**src/sv/cgct_pkg.sv**
```systemverilog
// shared types and codes for the call-graph count table
`default_nettype none

package cgct_pkg;

  // item function codes
  localparam logic FUNC_CALL = 1'b0;
  localparam logic FUNC_READ = 1'b1;

  typedef enum logic [1:0] {
    ST_CLEAR,
    ST_IDLE,
    ST_LOOKUP,
    ST_UPDATE
  } cgct_state_t;

  // control broadcast into one slot cell
  typedef struct packed {
    logic compare;
    logic insert;
    logic row_sel;
  } cgct_cell_ctrl_t;

  // match flags registered inside one slot cell
  typedef struct packed {
    logic callee_hit;
    logic caller_hit;
    logic row_hit;
  } cgct_cell_stat_t;

endpackage

`default_nettype wire

```
**src/sv/cgct_cell.sv**
```systemverilog
// one slot cell: holds one function address and matches the broadcast keys
`default_nettype none

module cgct_cell #(
  parameter int ADDR_W = 32
) (
  input  wire logic                      clk,
  input  wire logic                      rst,
  input  wire cgct_pkg::cgct_cell_ctrl_t ctrl,
  input  wire logic [ADDR_W-1:0]         cmp_callee,
  input  wire logic [ADDR_W-1:0]         cmp_caller,
  input  wire logic [ADDR_W-1:0]         ins_addr,
  input  wire logic                      occ_in,
  output logic                           occ_out,
  output cgct_pkg::cgct_cell_stat_t      stat,
  output logic [ADDR_W-1:0]              rd_data
);
  import cgct_pkg::*;

  logic              occupied;
  logic [ADDR_W-1:0] addr;

  // the first free cell after an occupied neighbour takes the new address
  always_ff @(posedge clk) begin
    if (rst) begin
      occupied <= 1'b0;
    end else if (ctrl.insert && occ_in && !occupied) begin
      occupied <= 1'b1;
    end
  end

  always_ff @(posedge clk) begin
    if (ctrl.insert && occ_in && !occupied) begin
      addr <= ins_addr;
    end
  end

  always_ff @(posedge clk) begin
    if (rst) begin
      stat <= '0;
    end else if (ctrl.compare) begin
      stat.callee_hit <= occupied && (addr == cmp_callee);
      stat.caller_hit <= occupied && (addr == cmp_caller);
      stat.row_hit    <= occupied && ctrl.row_sel;
    end
  end

  assign occ_out = occupied;
  assign rd_data = stat.row_hit ? addr : '0;

endmodule

`default_nettype wire

```
**config.mk**
```make
export PLATFORM = sky130hd
export DESIGN_NAME = cgct_cell
export DESIGN_NICKNAME = d
export VERILOG_FILES = /design/src/sv/cgct_pkg.sv /design/src/sv/cgct_cell.sv
export SDC_FILE = /design/constraint.sdc
export NUM_CORES = 1
export LEC_CHECK = 0
export BUFFER_PORTS_ARGS = -buffer_cell sky130_fd_sc_hd__buf_4
export CAP_MARGIN = 20
export CORE_MARGIN = 2
export CORE_UTILIZATION = 38
export DETAILED_ROUTE_END_ITERATION = 10
export GPL_TIMING_DRIVEN = 1
export PLACE_DENSITY = 0.77
export SLEW_MARGIN = 20
export SYNTH_ARGS = -nofsm -noshare
export SYNTH_HDL_FRONTEND = slang
export SYNTH_SLANG_ARGS = --single-unit
```
**constraint.sdc**
```tcl
create_clock -name clk -period 1.99 [get_ports clk]
set_input_delay 0.2985 -clock clk [delete_from_list [all_inputs] [get_ports clk]]
set_output_delay 0.2985 -clock clk [all_outputs]
set_load 0.03 [all_outputs]
```
==> flow_metrics.py <==
metrics = {
    "placement": {
        "dpl_worst_slack_ns": 0.319,
        "place_congestion": 0.807,
        "dp_cells": 375,
        "place_area_mm2": 0.00316,
        "portBuffers": 137,
        "dp_hpwl_um": 4610,
    },
    "sta": {
        "skew_ns": 0.00499,
        "maxSlewViolCount": 0,
        "hold_viol": 0,
        "setup_viol": 0,
        "relSlewSlack": 0.654,
        "max_freq_ghz": 0.592,
        "fin_crit_sh": 0.849,
        "finalSetupTns_ns": 0,
        "hold_slack_ns": 0.183,
        "period_needed_ns": 1.69,
        "rsz0062_at_grt": "no",
        "worst_slack_ns": 0.300,
        "tightestPinTransition_ns": 0.514,
    },
    "cts": {
        "cts_tree": "yes",
        "root_buffer": "clkbuf_8",
        "insertion_delay_ns": 0.28,
        "clkTransAtPathRegs_ns": 0.08,
        "ctsResizeCount": 0,
        "clk_path_buf_depth": 2,
        "cts_buffers": 5,
        "cts_num_sinks": 36,
        "cts_hold_buf": 0,
        "h-tree-depth": 2,
        "post-cts-setup-buffers": 0,
    },
    "worst_setup_path": {
        "required_ns": 2.22,
        "crit_path_cell_trace": "xor2_1, nor4_1, nand4_1, nor4_2, a22o_1",
        "reg2reg_from": "addr[6]",
        "critPathCaptureType": "flop",
        "slowest_delay_ns": 0.48,
        "worstSetupStartpointType": "flop",
        "crit_family": "simple AND/OR/NAND/NOR gates",
        "cp.depth": 5,
        "path_buf_inv": 0,
        "r2r_slack_ns": 0.30,
        "worst_r2r_path_depth": 5,
        "critical_path.max_fanout": 3,
        "cp_slowest_cell": "nor4_1",
        "worstSetupEndpoint": "stat[2]",
        "cp.arrival_ns": 1.92,
        "startpoint": "addr[6]",
        "worstSetupPathType": "flop to flop",
        "timing.rr.end": "stat[2]",
    },
    "power_and_ir_drop": {
        "seqPwrFrac": 0.492,
        "p_int_mw": 1.39,
        "leakagePower_nw": 1.42,
        "power.switching_mw": 0.422,
        "power_density_mw_per_mm2": 555,
        "total_power_mw": 1.81,
        "p_comb_frac": 0.190,
        "p_clk_frac": 0.318,
        "p_sw_frac": 0.234,
        "irDropWorstVdd_uv": 310,
    },
    "routing": {
        "viasPerCell": 4.56,
        "drc": 0,
        "wire_per_inst_um": 14.8,
        "wl_um": 5680,
        "postRouteAntennaNets": 0,
        "drtPass1Iterations": 4,
        "vias": 1748,
        "drt_iter0_drc": 46,
    },
    "run_status": {
        "status": "complete, no violations",
    },
    "die": {
        "dieArea_mm2": 0.00593,
        "die_w_um": 77.0,
        "ios": 138,
        "coreArea_mm2": 0.00514,
        "die_y_um": 77.0,
        "rows": 26,
        "initial_core_util": 0.394,
    },
    "yosys": {
        "muxShareOfSynthArea": 0,
        "synth_top_family_by_area": "XOR/XNOR gates",
        "yosys.area.top_type": "edfxtp_1",
        "synth_warnings": 0,
        "synth_compound_gate_area_share": 0.0136,
        "synth-seq-cells": 36,
        "yosys.area_share.xor_xnor": 0.277,
        "yosys.area_share.adder": 0,
        "synth_top_area_frac": 0.474,
        "ys_types": 18,
        "synth-seq-area-share": 0.514,
        "syn_area_mm2": 0.00203,
        "syn_inst": 168,
        "synthSimpleGateAreaFrac": 0.190,
        "synth_nets": 270,
        "syn_area_per_cell_um2": 12.1,
        "synth.top_cells.by_area": "edfxtp_1 47%, xor2_1 15%, xnor2_1 13%",
    },
    "global_routing": {
        "use_met3": 0.0447,
        "grt_use_met1": 0.235,
        "grt_pass1_vias": 1735,
        "grt.total_usage": 0.188,
        "grt_pass1_wl_um": 8560,
        "grt.busiest_layer": "met2",
        "met2_usage": 0.322,
        "antenna_found_initial": 0,
        "overflow": 0,
        "grt_max_degree": 33,
    },
    "job": {
        "cap_violations": 0,
    },
    "finish": {
        "postLayoutCellArea_mm2": 0.00326,
        "instances_no_fill": 383,
        "post-route-util": 0.634,
        "antenna_cells": 0,
        "syn2layout_area_growth_pct": 61.0,
        "layout-drive-gt1-share": 0.482,
        "nets": 414,
    },
    "worst_hold_path": {
        "worstHoldPathType": "primary input to flop",
    },
}
[synth_stat cells]
| cell | instances |
|---|---|
| a21oi_1 | 2 |
| a22o_1 | 2 |
| and2_1 | 32 |
| clkbuf_1 | 3 |
| dfxtp_1 | 4 |
| edfxtp_1 | 32 |
| nand2_1 | 1 |
| nand2b_1 | 1 |
| nand3_1 | 3 |
| nand3b_1 | 1 |
| nand4_1 | 7 |
| nand4_2 | 1 |
| nor2_1 | 3 |
| nor3_1 | 2 |
| nor4_1 | 8 |
| nor4_2 | 2 |
| xnor2_1 | 30 |
| xor2_1 | 34 |
[how the worst min path moves through the flow]
stage                 startpoint        to  slack, ns  depth (start not counted)
finish              ins_addr[18]  addr[18]       0.18                          1
global route        ins_addr[31]  addr[31]       0.17                          1
CTS                 ins_addr[18]  addr[18]       0.17                          1
detailed placement       stat[2]   stat[2]       0.47                          1
global placement         stat[1]   stat[1]       0.47                          1
floorplan                    rst   stat[0]       0.37                          1
[cells in the final DEF (no fill, tap or decap)]
master / count
nand3_1: 3
nor2_1: 2
dfxtp_1: 4
nand2_1: 1
buf_4: 140
nor4_2: 2
xor2_1: 34
and2_1: 32
nand4_2: 1
edfxtp_1: 32
a22o_1: 2
nand3b_1: 1
xnor2_1: 30
clkbuf_1: 1
nand2b_1: 1
nand4_1: 7
a21oi_1: 2
nor3_1: 2
nor2_4: 1
nor4_1: 8
clkbuf_8: 7
[power by group through the flow]
stage,Clock [mW],Sequential (mW),Combinational (mW)
finish,0.575,0.890,0.343
global route,0.611,0.895,0.370
CTS,0.592,0.891,0.347
detailed placement,0,0.908,0.345
global placement,0,0.905,0.344
floorplan,0,0.905,0.133
[layout make-up]
type,instances,area [um2]
well taps,70,87.6
repair buffers,140,1050
clock buffers,8,100
fillers,476,1880
multi-input cells,129,981
flip-flops and latches,36,1040
[kinds of logic (layout without fill, tap and decap cells)]
family                    count (synthesis)  in the layout
xor gates and xnor gates                 64             64
and+or+nand+nor                          61             61
DFF                                      36             36
AOI/OAI and AO/OA                         4              4
buffers and inverters                     3            148
[flip-flops by register name, summed over array words and instances, names as in the netlist]
register / count
addr: 32
occ_out: 1
stat: 3
[layer usage]
metal | share of wire | up-vias
li1 | - | 869
met1 | 0.42 | 791
met2 | 0.50 | 78
met3 | 0.069 | 10
met4 | 0.015 | 0
met5 | 0 | -
Power figures use the tool's default switching activity.
